$ cat src/hw/rtl/clt_pkg.sv
package clt_pkg;

    // scan modes
    localparam logic [2:0] MODE_IDLE   = 3'd0;
    localparam logic [2:0] MODE_WORD   = 3'd1;
    localparam logic [2:0] MODE_STR    = 3'd2;
    localparam logic [2:0] MODE_ESC    = 3'd3;
    localparam logic [2:0] MODE_CLOSED = 3'd4;
    localparam logic [2:0] MODE_EOL    = 3'd5;
    localparam logic [2:0] MODE_ERR    = 3'd6;

    // result events
    localparam logic [2:0] EV_WCHAR = 3'd0;
    localparam logic [2:0] EV_SCHAR = 3'd1;
    localparam logic [2:0] EV_WEND  = 3'd2;
    localparam logic [2:0] EV_SEND  = 3'd3;
    localparam logic [2:0] EV_COMMA = 3'd4;
    localparam logic [2:0] EV_EOL   = 3'd5;
    localparam logic [2:0] EV_ERROR = 3'd6;

    // input kinds
    localparam logic [1:0] KIND_DATA    = 2'd0;
    localparam logic [1:0] KIND_EOI     = 2'd1;
    localparam logic [1:0] KIND_RESTART = 2'd2;

    localparam logic [7:0] CH_QUOTE  = 8'h22;
    localparam logic [7:0] CH_COMMA  = 8'h2C;
    localparam logic [7:0] CH_BSLASH = 8'h5C;
    localparam logic [7:0] CH_USCORE = 8'h5F;
    localparam logic [7:0] CH_HYPHEN = 8'h2D;
    localparam logic [7:0] CH_NL     = 8'h0A;

    localparam int QDEPTH = 4;
    localparam int QPTR_W = $clog2(QDEPTH);
    localparam int QCNT_W = $clog2(QDEPTH + 1);

    typedef struct packed {
        logic [2:0] ev;
        logic [7:0] ch;
    } t_result;

    // one classified input item with one or two results
    typedef struct packed {
        logic    two;
        t_result r0;
        t_result r1;
    } t_entry;

    function automatic logic is_space(input logic [7:0] c);
        return c inside {8'h20, [8'h09:8'h0D]};
    endfunction

    function automatic logic is_word(input logic [7:0] c);
        return c inside {[8'h30:8'h39], [8'h41:8'h5A], [8'h61:8'h7A], CH_USCORE, CH_HYPHEN};
    endfunction

endpackage

$ cat src/hw/rtl/command_line_tokenizer_top.sv
// channel   dir  width           contents
// s_*       in   tdata 8,tuser 2 one line byte, its kind (data, end of input, restart)
// m_*       out  tdata 8,tuser 3 token char or zero, event code, tlast on final result
//
// the front end classifies one input transfer per cycle while s_tready is high and updates the scan mode
// bytes with results go into a four-entry queue; s_tready drops only when it is full
// the back end drains one result per cycle while m_tready is high; a two-result byte leaves as two results
// an input transfer's first result is written into the queue and then into the output register
// synchronous active-low reset returns the scan mode to idle and empties queue and output
module command_line_tokenizer_top (
    input  logic        i_clk,
    input  logic        i_rst_n,
    input  logic        s_tvalid,
    output logic        s_tready,
    input  logic [7:0]  s_tdata,   // [7:0] byte_value
    input  logic [1:0]  s_tuser,   // [1:0] kind
    output logic        m_tvalid,
    input  logic        m_tready,
    output logic [7:0]  m_tdata,   // [7:0] char_value
    output logic [2:0]  m_tuser,   // [2:0] event_res
    output logic        m_tlast
);
    import clt_pkg::*;

    logic               accept;
    logic               push;
    logic               pop;
    logic               full;
    logic               q_valid;
    t_entry             push_entry;
    t_entry             head_entry;
    logic [QCNT_W-1:0]  level;

    assign s_tready = !full;
    assign accept   = s_tvalid && s_tready;

    clt_front u_front (
        .i_clk    (i_clk),
        .i_rst_n  (i_rst_n),
        .i_accept (accept),
        .i_kind   (s_tuser),
        .i_byte   (s_tdata),
        .o_push   (push),
        .o_entry  (push_entry)
    );

    clt_queue u_queue (
        .i_clk    (i_clk),
        .i_rst_n  (i_rst_n),
        .i_push   (push),
        .i_entry  (push_entry),
        .i_pop    (pop),
        .o_full   (full),
        .o_valid  (q_valid),
        .o_entry  (head_entry),
        .o_level  (level)
    );

    clt_back u_back (
        .i_clk    (i_clk),
        .i_rst_n  (i_rst_n),
        .i_valid  (q_valid),
        .i_entry  (head_entry),
        .o_pop    (pop),
        .m_tvalid (m_tvalid),
        .m_tready (m_tready),
        .m_tdata  (m_tdata),
        .m_tuser  (m_tuser),
        .m_tlast  (m_tlast)
    );

    a_level_bound: assert property (@(posedge i_clk) disable iff (!i_rst_n)
        level <= QCNT_W'(QDEPTH))
        else $error("queue level above depth");

    a_reset_quiet: assert property (@(posedge i_clk) disable iff (!i_rst_n)
        !$past(i_rst_n) |-> !m_tvalid)
        else $error("output valid right after reset");

    a_char_zero: assert property (@(posedge i_clk) disable iff (!i_rst_n)
        (m_tvalid && m_tuser != EV_WCHAR && m_tuser != EV_SCHAR) |-> (m_tdata == 8'h00))
        else $error("nonzero char on marker event");

    a_event_range: assert property (@(posedge i_clk) disable iff (!i_rst_n)
        m_tvalid |-> (m_tuser <= EV_ERROR))
        else $error("event code out of range");

    a_no_push_full: assert property (@(posedge i_clk) disable iff (!i_rst_n)
        full |-> !push)
        else $error("push into full queue");

endmodule

$ cat src/hw/rtl/clt_front.sv
module clt_front (
    input  logic                i_clk,
    input  logic                i_rst_n,
    input  logic                i_accept,
    input  logic [1:0]          i_kind,
    input  logic [7:0]          i_byte,
    output logic                o_push,
    output clt_pkg::t_entry     o_entry
);
    import clt_pkg::*;

    logic [2:0] r_mode;
    logic [2:0] n_mode;
    logic       has_res;
    t_entry     ent;

    always_comb begin
        n_mode    = r_mode;
        has_res   = 1'b0;
        ent.two   = 1'b0;
        ent.r0    = '{ev: EV_ERROR, ch: 8'h00};
        ent.r1    = '{ev: EV_ERROR, ch: 8'h00};
        case (i_kind)
            KIND_DATA: begin
                case (r_mode)
                    MODE_IDLE: begin
                        if (i_byte == CH_NL) begin
                            n_mode = MODE_EOL; has_res = 1'b1; ent.r0.ev = EV_EOL;
                        end else if (is_space(i_byte)) begin
                            has_res = 1'b0;
                        end else if (i_byte == CH_QUOTE) begin
                            n_mode = MODE_STR;
                        end else if (i_byte == CH_COMMA) begin
                            has_res = 1'b1; ent.r0.ev = EV_COMMA;
                        end else if (is_word(i_byte)) begin
                            n_mode = MODE_WORD; has_res = 1'b1;
                            ent.r0 = '{ev: EV_WCHAR, ch: i_byte};
                        end else begin
                            n_mode = MODE_ERR; has_res = 1'b1;
                        end
                    end
                    MODE_WORD: begin
                        has_res = 1'b1;
                        if (is_word(i_byte)) begin
                            ent.r0 = '{ev: EV_WCHAR, ch: i_byte};
                        end else if (i_byte == CH_COMMA) begin
                            n_mode = MODE_IDLE; ent.two = 1'b1;
                            ent.r0.ev = EV_WEND; ent.r1.ev = EV_COMMA;
                        end else if (i_byte == CH_NL) begin
                            n_mode = MODE_EOL; ent.two = 1'b1;
                            ent.r0.ev = EV_WEND; ent.r1.ev = EV_EOL;
                        end else if (is_space(i_byte)) begin
                            n_mode = MODE_IDLE; ent.r0.ev = EV_WEND;
                        end else begin
                            n_mode = MODE_ERR;
                        end
                    end
                    MODE_STR: begin
                        if (i_byte == CH_BSLASH) begin
                            n_mode = MODE_ESC;
                        end else if (i_byte == CH_QUOTE) begin
                            n_mode = MODE_CLOSED;
                        end else if (i_byte == CH_NL) begin
                            n_mode = MODE_ERR; has_res = 1'b1;
                        end else begin
                            has_res = 1'b1; ent.r0 = '{ev: EV_SCHAR, ch: i_byte};
                        end
                    end
                    MODE_ESC: begin
                        has_res = 1'b1;
                        if (i_byte == CH_QUOTE) begin
                            n_mode = MODE_STR; ent.r0 = '{ev: EV_SCHAR, ch: CH_QUOTE};
                        end else if (i_byte == CH_NL) begin
                            n_mode = MODE_ERR;
                        end else if (i_byte == CH_BSLASH) begin
                            // backslash was literal, this one starts a new escape
                            n_mode = MODE_ESC; ent.r0 = '{ev: EV_SCHAR, ch: CH_BSLASH};
                        end else begin
                            n_mode = MODE_STR; ent.two = 1'b1;
                            ent.r0 = '{ev: EV_SCHAR, ch: CH_BSLASH};
                            ent.r1 = '{ev: EV_SCHAR, ch: i_byte};
                        end
                    end
                    MODE_CLOSED: begin
                        has_res = 1'b1;
                        if (i_byte == CH_COMMA) begin
                            n_mode = MODE_IDLE; ent.two = 1'b1;
                            ent.r0.ev = EV_SEND; ent.r1.ev = EV_COMMA;
                        end else if (i_byte == CH_NL) begin
                            n_mode = MODE_EOL; ent.two = 1'b1;
                            ent.r0.ev = EV_SEND; ent.r1.ev = EV_EOL;
                        end else if (is_space(i_byte)) begin
                            n_mode = MODE_IDLE; ent.r0.ev = EV_SEND;
                        end else begin
                            n_mode = MODE_ERR;
                        end
                    end
                    MODE_EOL: begin
                        has_res = 1'b1; ent.r0.ev = EV_EOL;
                    end
                    default: begin
                        n_mode = MODE_ERR; has_res = 1'b1;
                    end
                endcase
            end
            KIND_EOI: begin
                has_res = 1'b1;
                case (r_mode)
                    MODE_IDLE, MODE_EOL: begin
                        n_mode = MODE_EOL; ent.r0.ev = EV_EOL;
                    end
                    MODE_WORD: begin
                        n_mode = MODE_EOL; ent.two = 1'b1;
                        ent.r0.ev = EV_WEND; ent.r1.ev = EV_EOL;
                    end
                    MODE_CLOSED: begin
                        n_mode = MODE_EOL; ent.two = 1'b1;
                        ent.r0.ev = EV_SEND; ent.r1.ev = EV_EOL;
                    end
                    default: begin
                        n_mode = MODE_ERR;
                    end
                endcase
            end
            KIND_RESTART: begin
                n_mode = MODE_IDLE;
            end
            default: begin
                n_mode = r_mode;
            end
        endcase
    end

    always_ff @(posedge i_clk) begin
        if (!i_rst_n) begin
            r_mode <= MODE_IDLE;
        end else if (i_accept) begin
            r_mode <= n_mode;
        end
    end

    assign o_push  = i_accept && has_res;
    assign o_entry = ent;

endmodule

$ cat src/hw/rtl/clt_queue.sv
module clt_queue (
    input  logic                          i_clk,
    input  logic                          i_rst_n,
    input  logic                          i_push,
    input  clt_pkg::t_entry               i_entry,
    input  logic                          i_pop,
    output logic                          o_full,
    output logic                          o_valid,
    output clt_pkg::t_entry               o_entry,
    output logic [clt_pkg::QCNT_W-1:0]    o_level
);
    import clt_pkg::*;

    t_entry              r_mem [QDEPTH];
    logic [QPTR_W-1:0]   r_wr;
    logic [QPTR_W-1:0]   r_rd;
    logic [QCNT_W-1:0]   r_cnt;
    logic                do_pop;

    assign do_pop = i_pop && (r_cnt != '0);

    always_ff @(posedge i_clk) begin
        if (i_push) begin
            r_mem[r_wr] <= i_entry;
        end
    end

    always_ff @(posedge i_clk) begin
        if (!i_rst_n) begin
            r_wr  <= '0;
            r_rd  <= '0;
            r_cnt <= '0;
        end else begin
            if (i_push) begin
                r_wr <= r_wr + 1'b1;
            end
            if (do_pop) begin
                r_rd <= r_rd + 1'b1;
            end
            case ({i_push, do_pop})
                2'b10:   r_cnt <= r_cnt + 1'b1;
                2'b01:   r_cnt <= r_cnt - 1'b1;
                default: r_cnt <= r_cnt;
            endcase
        end
    end

    assign o_full  = (r_cnt == QCNT_W'(QDEPTH));
    assign o_valid = (r_cnt != '0);
    assign o_entry = r_mem[r_rd];
    assign o_level = r_cnt;

endmodule

$ cat src/hw/rtl/clt_back.sv
module clt_back (
    input  logic                i_clk,
    input  logic                i_rst_n,
    input  logic                i_valid,
    input  clt_pkg::t_entry     i_entry,
    output logic                o_pop,
    output logic                m_tvalid,
    input  logic                m_tready,
    output logic [7:0]          m_tdata,
    output logic [2:0]          m_tuser,
    output logic                m_tlast
);
    import clt_pkg::*;

    logic    r_valid;
    logic    r_second;
    t_result r_res;
    logic    r_last;
    logic    load;
    logic    final_res;

    // output register is free or its transfer completes this cycle
    assign load      = !r_valid || m_tready;
    assign final_res = !(i_entry.two && !r_second);
    assign o_pop     = load && i_valid && final_res;

    always_ff @(posedge i_clk) begin
        if (!i_rst_n) begin
            r_valid  <= 1'b0;
            r_second <= 1'b0;
        end else if (load) begin
            r_valid <= i_valid;
            if (i_valid) begin
                r_second <= !final_res;
            end
        end
    end

    always_ff @(posedge i_clk) begin
        if (load && i_valid) begin
            r_res  <= r_second ? i_entry.r1 : i_entry.r0;
            r_last <= final_res;
        end
    end

    assign m_tvalid = r_valid;
    assign m_tdata  = r_res.ch;
    assign m_tuser  = r_res.ev;
    assign m_tlast  = r_last;

endmodule
$ cat config.mk
export PLATFORM = sky130hd
export DESIGN_NAME = command_line_tokenizer_top
export DESIGN_NICKNAME = d
export VERILOG_FILES = /design/src/hw/rtl/clt_pkg.sv /design/src/hw/rtl/command_line_tokenizer_top.sv /design/src/hw/rtl/clt_front.sv /design/src/hw/rtl/clt_queue.sv /design/src/hw/rtl/clt_back.sv
export SDC_FILE = /design/constraint.sdc
export NUM_CORES = 1
export LEC_CHECK = 0
export BUFFER_PORTS_ARGS = -buffer_cell sky130_fd_sc_hd__buf_4
export CAP_MARGIN = 10
export CORE_ASPECT_RATIO = 1.75
export CORE_MARGIN = 2
export CORE_UTILIZATION = 40
export CTS_CLUSTER_DIAMETER = 50
export DETAILED_ROUTE_END_ITERATION = 10
export HOLD_SLACK_MARGIN = 0.12
export PLACE_DENSITY = 0.67
export SYNTH_ARGS = -nofsm -noshare
export SYNTH_HDL_FRONTEND = slang
export SYNTH_SLANG_ARGS = --single-unit
export TNS_END_PERCENT = 5
$ cat constraint.sdc
create_clock -name i_clk -period 4.7 [get_ports i_clk]
set_clock_uncertainty 0.15 [all_clocks]
set_input_delay 1.41 -clock i_clk [delete_from_list [all_inputs] [get_ports i_clk]]
set_output_delay 1.41 -clock i_clk [all_outputs]
set_load 0.01 [all_outputs]
# After elaboration in Yosys (flattened, before gate mapping)
# Memory sizes are Yosys's and may differ from the RTL's. A register that Yosys moved wholly into a read port is not among the register bits.
# Index checks and enable logic that the tools add are counted.
# totals
register_bits,24
mem_bits_rw,92
in_bits,14
out_inout_bits,14
word_cells,142
mem_count,1
# op_classes
addsub,4
n_lt_le_gt_ge,8
eq_ne,22
mux,71
reduce_logical,27
# memory_table
name,words,word_bits,rd,rd_ports_with_merged_regs,wr,line,text
u_queue.r_mem,4,23,1,1,1,clt_queue.sv:14,t_entry r_mem [QDEPTH];
# ops
op,n
two-way mux 11 bit,10
two-way mux 3 bit,23
two-way mux 8 bit,6
case mux 3 bit (6 select lines),2
== test 8 x 6 -> 1 bit (second input constant),4
case mux 8 bit (4 select lines),1
case mux 3 bit (3 select lines),3
two-way mux 23 bit,1
== test 8 x 7 -> 1 bit (second input constant),2
>= comparator 8 x 7 -> 1 bit (second input constant),2
less-or-equal comparator 8 x 7 -> 1 bit (second input constant),2
two-way mux 1 bit,12
case mux 3 bit (2 select lines),2
logical AND 1 bit,10
two-way mux 2 bit,5
== test 3 bit (second input constant),3
== test 8 x 4 -> 1 bit (second input constant),1
>= comparator 8 x 4 -> 1 bit (second input constant),1
>= comparator 8 x 6 -> 1 bit (second input constant),1
less-or-equal comparator 8 x 4 -> 1 bit (second input constant),1
less-or-equal comparator 8 x 6 -> 1 bit (second input constant),1
two-way mux 4 bit,2
case mux 4 bit (2 select lines),1
AND reduction 7 bit,1
other kinds (24),35

# Logic depth before layout (Yosys ltp)
# Gate-level depths: netlist of run 1.
# depth
ltp_word,10
depth_mapped,14
ltp_nobuf,12

# Hierarchy
# A second synthesis of run 1 with hierarchy kept.
# unflattened
cells_unflattened,389
area_unflattened_um2,5641.7
# by_module_without_submodules
mod,instances,cells_each,area_each_um2,seq_area_each_um2
clt_queue,1,167,3826.2,2942.8
clt_front,1,183,1177.4,60.1
clt_back,1,37,628.1,400.4
command_line_tokenizer_top,1,2,10.0,0.0

# Worst setup path before layout of run 1
# OpenSTA, ideal clock, no wires.
# synth_path
kind,input -> register
startpoint,in s_tdata[1]
endpoint,reg u_queue.r_cnt[2] (netlist: u_queue.o_level[2])
setup_ns,0.072
arrival_time_ns,3.862
t_required_ns,4.478
path_slack_ns,0.616
cell_stages,12
n_path_buf,1
path_cell_list,nand4bb_4 -> or4_1 -> buf_2 -> o221ai_1 -> a311oi_2 -> inv_1 -> ha_1 -> inv_1 -> fa_1 -> xor2_1 -> or3_1 -> a21oi_1
# synth_between
elab_chain_cells,10
word_cells_on_any_way,19
cone_classes,order compare (2); eq/ne (6); mux (7); reduce/logical (4)
# synth_lines
item,line,text
start: declaration,command_line_tokenizer_top.sv:15,"input logic [7:0] s_tdata,"
>= comparator 8 x 4 -> 1 bit / less-or-equal comparator 8 x 4 -> 1 bit (equally long branches),clt_pkg.sv:50,"return c inside {8'h20, [8'h09:8'h0D]};"
logical AND 1 bit,clt_pkg.sv:50,
nonzero test 2 bit,clt_pkg.sv:50,
two-way mux 1 bit,clt_front.sv:29,end else if (is_space(i_byte)) begin
two-way mux 1 bit,clt_front.sv:27,if (i_byte == CH_NL) begin
case mux 1 bit (2 select lines) (*),clt_front.sv:25,case (r_mode)
case mux 1 bit (2 select lines) (*),clt_front.sv:23,case (i_kind)
logical AND 1 bit (*),clt_front.sv:142,assign o_push = i_accept && has_res;
== test 2 x 1 -> 1 bit / == test 2 bit (equally long branches),clt_queue.sv:40,"case ({i_push, do_pop})"
case mux 3 bit (2 select lines) / nonzero test 2 bit (equally long branches),--,
end signal: assignment,clt_queue.sv:41,2'b10: r_cnt <= r_cnt + 1'b1;
end signal: assignment,clt_queue.sv:42,2'b01: r_cnt <= r_cnt - 1'b1;
end signal: assignment,clt_queue.sv:43,default: r_cnt <= r_cnt;
end: declaration,clt_queue.sv:17,logic [QCNT_W-1:0] r_cnt;
# Every way passes the cells marked *; elsewhere a longest branch is shown, timed or not.
# A chain may end at the register's enable or synchronous reset.

# Final worst setup path of run 1
# Ends and elaborated chain as after synthesis.

==> metrics.csv, run 1 <==
stage;metric;value;unit
outcome;result of the run;completed;
logic_synthesis;top-count cell post-synth;edfxtp_1;
logic_synthesis;async set or reset register ratio after synthesis;0;%
grt;total track usage;17.6;%
cts;Root Buffer Master;clkbuf_16;
die;IO Count;28;
timing;final sum of negative setup slack;0;ns
worst_hold_path;type of the worst min-delay path;register to register;
timing;part of the cycle the worst path needs;83.4;%
timing;number of hold violations in the final report;0;
cts;clk_lat worst skew;0.41;ns
worst_setup_path;Critical Path RT;4.88;ns
drt;remaining number of nets flagged by the antenna check after routing;0;
run;MaxCap Viol Count;0;
die;horizontal extent of the die;93.2;um
worst_setup_path;Register-to-Register Setup Slack;1.24;ns
logic_synthesis;Post-synth EDFFs;104;
die;standard-cell row count;57;
die;CORE AREA;13800;um^2
grt;remaining global-route overflow;0;
drt;detailed-routing iteration count for the pre-antenna-repair pass;5;
logic_synthesis;number of cells produced by synthesis;424;
grt;maximum number of pins on one net before global-route repair;24;
logic_synthesis;synthesis warning total;0;
timing;max-slew violation count;0;
cts;H-tree depth;4;
timing;Worst Max-Slew Pin Slew;0.803;ns
grt;met2 track demand over resource;33.0;%
logic_synthesis;Cell variety after synth;64;
worst_setup_path;Setup crit start kind;primary input;
cts;clock tree from TritonCTS;built;
drt;detailed-route DRC error count;0;
cts;count of hold buffers inserted by post-cts repair;0;
cts;TritonCTS sink count;118;
worst_setup_path;kind of end point of the critical path;register;
power;overall power consumption;3410;uW
timing;setup repair after global routing missed its margin;false;
drt;per-cell via count in the routed design;5.57;
final_layout;fill cell count;1189;
timing;Peak Freq;255;MHz
grt;grt peak-use layer;met2;
final_layout;final-stage net count;486;
cts;total setup buffers inserted after CTS;0;
drt;starting DRC count in detailed routing;204;
grt;routing usage on met3;3.49;%
worst_setup_path;Setup Crit Path Kind;primary input to register;
die;starting utilization of the core area;40.5;%
placed_design;half-perimeter wire length after placement;8520;um
timing;min Tclk post-route;3.92;ns
cts;Resized Gates After CTS;0;
drt;Routed WL;12500;um
logic_synthesis;leading register cell type out of synthesis;edfxtp_1;
final_layout;Area Growth Syn to Fin;18.6;%
logic_synthesis;leading area contributor after synthesis;edfxtp_1;
power;leak pwr;0.00230;uW
final_layout;proportion of layout cells with a drive suffix above 1;22.3;%
worst_setup_path;arrival time of data at the critical path endpoint;4.10;ns
power;Power per Cell Area;516;nW/um^2
drt;number of vias after detailed routing;3635;
worst_setup_path;Max Fanout on Critical Path;14;
drt;detailed-route wire length per cell;19.1;um
timing;Slew Limit Headroom;46.4;%
cts;number of buffers added by the clock tree synthesis step;17;
logic_synthesis;mean post-synth cell area;13.1;um^2
logic_synthesis;leading post-synthesis cells by instance count;edfxtp_1 (104), nand2_1 (51), nor2_1 (36);
grt;antenna violations before repair;0;
grt;global routing met1 resource utilization;17.8;%
grt;via count of the first global-routing pass;3751;
logic_synthesis;number of storage elements in the synthesis netlist;118;
grt;wire length of the first global-routing pass;19700;um
cts;number of buffers on the longest clock path;2;
die;Vert. Die Dim;160;um
logic_synthesis;Synth Net Count;447;
timing;setup violation total in the final timing report;0;
logic_synthesis;fraction of post-synthesis cell area in the top cell type by area;56.1;%
final_layout;# diodes;0;
power;largest voltage drop on the vdd net;0.000228;V
logic_synthesis;post-synthesis instance area;5570;um^2
logic_synthesis;sequential element share of the synthesized area;61.1;%
placed_design;number of buffers inserted by port buffering;27;
placed_design;global placement routability congestion;0.907;
logic_synthesis;leading cell types by total area after synthesis;edfxtp_1 (56%), mux4_2 (9.3%), dfxtp_1 (5.0%);
die;area of the die;14900;um^2
cts;clock transition at the registers of the reported paths;0.05;ns
## cells in the final DEF, fill, tap and decap left out, drive strengths merged, types with 5 or more instances in the layout
master / count
buf: 43
nor3: 8
edfxtp: 104
nand3: 5
a21oi: 23
mux4: 23
nor2: 36
ha: 8
dfxtp: 14
clkinv: 9
o21ai: 13
inv: 21
clkbuf: 18
o211ai: 5
and2: 10
nand2: 51
## sequential cells by signal, summed over array words and instances (netlist names), named ones only
signal,flops
u_front.r_mode,3
u_queue.r_mem,92
u_back.r_second,1
u_queue.r_wr,2
u_back.m_tvalid,1
u_queue.r_rd,2
u_back.m_tuser,3
u_back.m_tlast,1
u_back.m_tdata,8
u_queue.o_level,3
## cell type report
| class | count | area (um^2) | share of cell area (%) |
|---|---|---|---|
| Timing Repair Buffer | 43 | 323 | 4.89 |
| Sequential cell | 118 | 3400 | 51.5 |
| Inverter | 22 | 82.6 | 1.25 |
| Multi-Input combinational cell | 261 | 1990 | 30.1 |
| Clock buffer | 18 | 429 | 6.50 |
| Clock inverter | 14 | 160 | 2.42 |
| Tap cell | 177 | 221 | 3.35 |
## logic make-up after synthesis
family | synth area share [%]
and+or+nand+nor | 12.8
buffers and inverters | 3.26
DFF | 61.1
muxes | 10.0
AOI/OAI and AO/OA | 9.84
adders and majority gates | 2.16
xor gates and xnor gates | 0.786
## worst max-delay path: stages
cell and delay [ns]:
buf_4 0.16, nand4bb_4 0.24, or4_1 0.51, o221ai_1 0.27, a311oi_2 0.20, inv_1 0.10, ha_1 0.18, inv_1 0.06
fa_1 0.37, xor2_1 0.16, or3_1 0.30, a21oi_1 0.14
## stage by stage
stage	cells	instance area, um^2	hold slack [ns]	setup slack (ns)	util (%)
after global placement	621	6020	0.307	0.375	43.7
after floorplan	424	5570	0.317	0.616	-
after detailed placement	621	6020	0.329	0.368	43.7
final	653	6610	0.337	0.782	48.0
after CTS	653	6610	0.337	0.778	48.0
after global routing	653	6610	0.366	0.617	48.0
## power by group
group	leakage, uW	switching, uW	internal (uW)
sequential	0.00108	72.6	1310
clock	0.000278	444	826
combinational	0.000945	427	335
## worst paths after layout
check / from / end / cells past startpoint
max: s_tdata[1] / u_queue.o_level[2] / 12
min: u_back.m_tvalid / u_back.m_tvalid / 2
max reg2reg: u_front.r_mode[2] / u_queue.o_level[2] / 13
min reg2reg: u_back.m_tvalid / u_back.m_tvalid / 2
## routing by layer
| metal | share of wire [%] | wire [um] | vias to the layer above |
|---|---|---|---|
| met5 | 0 | 0 | - |
| met4 | 4.3 | 535 | 0 |
| met3 | 3.2 | 393 | 33 |
| met2 | 57 | 7100 | 107 |
| met1 | 36 | 4440 | 1813 |
| li1 | - | - | 1682 |
Power figures use the tool's default switching activity.
==> run 2, diff against run 1 <==
--- a/config.mk
+++ b/config.mk
@@ -5,6 +5,7 @@
 export SDC_FILE = /design/constraint.sdc
 export NUM_CORES = 1
 export LEC_CHECK = 0
+export ABC_AREA = 1
 export BUFFER_PORTS_ARGS = -buffer_cell sky130_fd_sc_hd__buf_4
 export CAP_MARGIN = 10
 export CORE_ASPECT_RATIO = 1.75
@@ -13,7 +14,7 @@
 export CTS_CLUSTER_DIAMETER = 50
 export DETAILED_ROUTE_END_ITERATION = 10
 export HOLD_SLACK_MARGIN = 0.12
-export PLACE_DENSITY = 0.67
+export PLACE_DENSITY = 0.69
 export SYNTH_ARGS = -nofsm -noshare
 export SYNTH_HDL_FRONTEND = slang
 export SYNTH_SLANG_ARGS = --single-unit
==> constraint.sdc (replaced) <==
create_clock -name i_clk -period 3.6 [get_ports i_clk]
set_clock_uncertainty 0.15 [all_clocks]
set_input_delay 1.08 -clock i_clk [delete_from_list [all_inputs] [get_ports i_clk]]
set_output_delay 1.08 -clock i_clk [all_outputs]
set_load 0.01 [all_outputs]
==> run 2 against run 1 <==
Global-route usage grew 1.4 points. Sequential cell count did not move. Via count is 22% higher. Routed wire length grew 9.6%. Largest power group is now clock. Sequential share of layout area fell by 1.7 points. Critical path depth rose by 5. Sequential power is 28% higher. First-iteration DRC count grew 23%.
==> metrics.csv, run 2 <==
stage;metric;value;unit;change
drt;starting DRC count in detailed routing;251;;+23%
logic_synthesis;Cell variety after synth;32;;-50%
cts;TritonCTS sink count;118;;unchanged
power;portion of total power attributed to sequential cells;37.5;%;-2.9 points
power;net load switching power;1430;uW;+52%
drt;remaining number of nets flagged by the antenna check after routing;0;;unchanged
final_layout;commonest non-fill, non-tap cells in the layout;nor2_1 (144), edfxtp_1 (104), nand2_1 (87), o21ai_0 (58), inv_1 (43);;
logic_synthesis;Synth Net Count;629;;+41%
drt;detailed-routing iteration count for the pre-antenna-repair pass;5;;unchanged
logic_synthesis;leading register cell type out of synthesis;edfxtp_1;;
power;largest voltage drop on the vdd net;0.000409;V;+79%
cts;number of buffers on the longest clock path;2;;unchanged
cts;total setup buffers inserted after CTS;0;;unchanged
cts;Resized Gates After CTS;0;;unchanged
worst_setup_path;arrival time of data at the critical path endpoint;3.20;ns;-0.90 ns
power;design internal power;3260;uW;+32%
timing;setup violation total in the final timing report;0;;unchanged
power;Gate power share;24.7;%;+2.4 points
grt;via count of the first global-routing pass;4420;;+18%
drt;detailed-route DRC error count;0;;unchanged
placed_design;placement-stage cell area;6200;um^2;+3.0%
die;Vert. Die Dim;161;um;+0.77%
cts;H-tree depth;4;;unchanged
worst_setup_path;Setup crit start kind;primary input;;
logic_synthesis;synthesis warning total;0;;unchanged
cts;clock tree from TritonCTS;built;;
run;MaxCap Viol Count;0;;unchanged
logic_synthesis;sequential element share of the synthesized area;60.1;%;-0.95 points
die;IO Count;28;;unchanged
die;area of the die;15200;um^2;+1.5%
worst_setup_path;Max stage delay cell, worst path;fa_1;;
timing;setup repair after global routing missed its margin;false;;
worst_setup_path;kind of end point of the critical path;register;;
power;leak pwr;0.00273;uW;+19%
final_layout;proportion of layout cells with a drive suffix above 1;17.7;%;-4.6 points
cts;clock transition at the registers of the reported paths;0.06;ns;about the same
drt;Routed WL;13700;um;+9.6%
die;starting utilization of the core area;40.9;%;+0.42 points
cts;number of buffers added by the clock tree synthesis step;17;;unchanged
timing;final sum of negative setup slack;0;ns;unchanged
worst_setup_path;Top Family by Delay on Critical Path;simple AND/OR/NAND/NOR gates;;
logic_synthesis;number of cells produced by synthesis;606;;+43%
timing;part of the cycle the worst path needs;84.6;%;
power;switching power as a share of total power;30.5;%;+2.8 points
final_layout;number of flip-flops in the largest register;92;;unchanged
placed_design;half-perimeter wire length after placement;9460;um;+11%
worst_setup_path;Setup Crit Path Kind;primary input to register;;
placed_design;global placement routability congestion;0.898;;-0.90%
grt;antenna violations before repair;0;;unchanged
grt;remaining global-route overflow;0;;unchanged
final_layout;Final Instance Area;6830;um^2;+3.3%
grt;total track usage;19.0;%;+1.4 points
grt;wire length of the first global-routing pass;22000;um;+11%
logic_synthesis;async set or reset register ratio after synthesis;0;%;unchanged
final_layout;Area Growth Syn to Fin;20.6;%;
final_layout;# diodes;0;;unchanged
die;CORE AREA;13800;um^2;+0.52%
power;share of total power in the clock network;37.8;%;+0.6 points
grt;maximum number of pins on one net before global-route repair;45;;+88%
worst_setup_path;number of buffer and inverter stages on the critical path;3;;unchanged
logic_synthesis;number of storage elements in the synthesis netlist;118;;unchanged
drt;per-cell via count in the routed design;5.27;;-5.3%
die;standard-cell row count;57;;unchanged
final_layout;most frequent standard cell in the layout excluding fill and tap cells;nor2_1;;
cts;count of hold buffers inserted by post-cts repair;0;;unchanged
worst_hold_path;type of the worst min-delay path;register to register;;
timing;number of hold violations in the final report;0;;unchanged
worst_setup_path;Max Fanout on Critical Path;7;;-7
power;Power per Cell Area;688;nW/um^2;+33%
logic_synthesis;leading cell types by total area after synthesis;edfxtp_1 (55%), nor2_1 (9.8%), nand2_1 (5.8%);;
timing;max-slew violation count;0;;unchanged
worst_setup_path;worst-path cell chain;buf_4, inv_2, nand2_1, nor2_2, nand2_2, nand2_2, nor2_1, nor2_2, o21ai_2, nand2_4, ha_1, inv_1, fa_1, a21oi_1, o21ai_0, o21ai_0, a21oi_1;;
drt;detailed-route wire length per cell;16.3;um;-15%
power;overall power consumption;4690;uW;+38%
worst_setup_path;Critical Path RT;3.75;ns;-1.13 ns
logic_synthesis;mean post-synth cell area;9.34;um^2;-29%
placed_design;number of buffers inserted by port buffering;27;;unchanged
logic_synthesis;post-synthesis instance area;5660;um^2;+1.6%
worst_setup_path;Register-to-Register Setup Slack;0.81;ns;-0.43 ns
cts;Root Buffer Master;clkbuf_16;;
timing;Peak Freq;328;MHz;
final_layout;final-stage net count;673;;+38%
logic_synthesis;leading post-synthesis cells by instance count;nor2_1 (148), edfxtp_1 (104), nand2_1 (87);;
outcome;result of the run;completed;;
worst_setup_path;largest stage delay on the critical path;0.37;ns;-0.14 ns
logic_synthesis;fraction of post-synthesis cell area in the top cell type by area;55.2;%;-0.87 points
timing;Worst Max-Slew Pin Slew;0.864;ns;+0.0617 ns
logic_synthesis;top-count cell post-synth;nor2_1;;
final_layout;largest reg by FF count;u_queue.r_mem;;
logic_synthesis;leading area contributor after synthesis;edfxtp_1;;
cts;clk_lat worst skew;0.41;ns;about the same
drt;number of vias after detailed routing;4425;;+22%
timing;min Tclk post-route;3.04;ns;
timing;Slew Limit Headroom;42.3;%;-4.1 points
logic_synthesis;Post-synth EDFFs;104;;unchanged
die;horizontal extent of the die;93.9;um;+0.75%
## run 2: changes by cell type in the layout (fill, tap and decap cells not counted), moves of 8 or more
cell	change
and2_1	-9
o21ai_0	+45
inv_2	+8
mux4_2	-23
nor2_1	+108
nor2_2	+14
nand2_1	+36
o22ai_1	+9
a31oi_1	+12
nand3_1	+19
inv_1	+22
nand2_2	+8
## run 2: area by class of cell
cell class / count / area, um^2
clock buffer: 17 / 425
tap: 177 / 221
fill: 1260 / 7010
sequential: 118 / 3400
clock inverter: 14 / 200
multi-input combinational: 415 / 1990
timing repair buffer: 44 / 380
inverter: 54 / 206
## run 2: cell families (layout without fill, tap and decap cells)
group	count (synthesis)	count (layout)	synth area share [%]
AO/OA/AOI/OAI	109	109	10.6
buffers and inverters	73	129	5.02
AND/OR/NAND/NOR	297	297	22.1
flip-flops	118	118	60.1
adder cells (fa/ha/maj)	9	9	2.12
## run 2: routing by layer
metal / part of all wire, % / vias to the layer above / GRT usage [%]
li1: - / 2154 / -
met1: 37 / 2105 / 20.5
met2: 56 / 130 / 34.7
met3: 3.6 / 36 / 3.13
met4: 3.8 / 0 / 10.0
met5: 0 / - / 0
## run 2: final timing paths
check | start | end | cells after the start
setup / recovery | s_tdata[4] | u_queue.o_level[2] | 17
hold / removal | u_queue.r_rd[1] | u_queue.r_rd[1] | 2
setup reg to reg | u_front.r_mode[2] | u_queue.o_level[2] | 15
hold reg to reg | u_queue.r_rd[1] | u_queue.r_rd[1] | 2
## run 2: through the flow
stage	hold slack, ns	std cells	setup WS, ns	util (%)
4_1_cts	0.327	839	0.593	49.3
3_5_place_dp	0.317	808	0.147	44.8
6_report	0.328	839	0.556	49.3
3_3_place_gp	0.301	808	0.168	44.8
2_1_floorplan	0.286	606	0.0399	-
5_1_grt	0.352	839	0.317	49.3
## run 2: power by group through the flow
stage / logic (uW) / clock network, uW / registers, uW
6_report: 1160 / 1780 / 1760
5_1_grt: 1300 / 1870 / 1770
4_1_cts: 1160 / 1800 / 1760
3_5_place_dp: 1160 / 0 / 1790
3_3_place_gp: 1140 / 0 / 1780
2_1_floorplan: 725 / 0 / 1810
## run 2: tightest hold or removal path, delay by kind of cell, from the launching register on
family / cells / cell delay, ns
buffers and inverters: 1 / 0.06
AOI/OAI and AO/OA: 1 / 0.07
DFF: 1 / 0.29
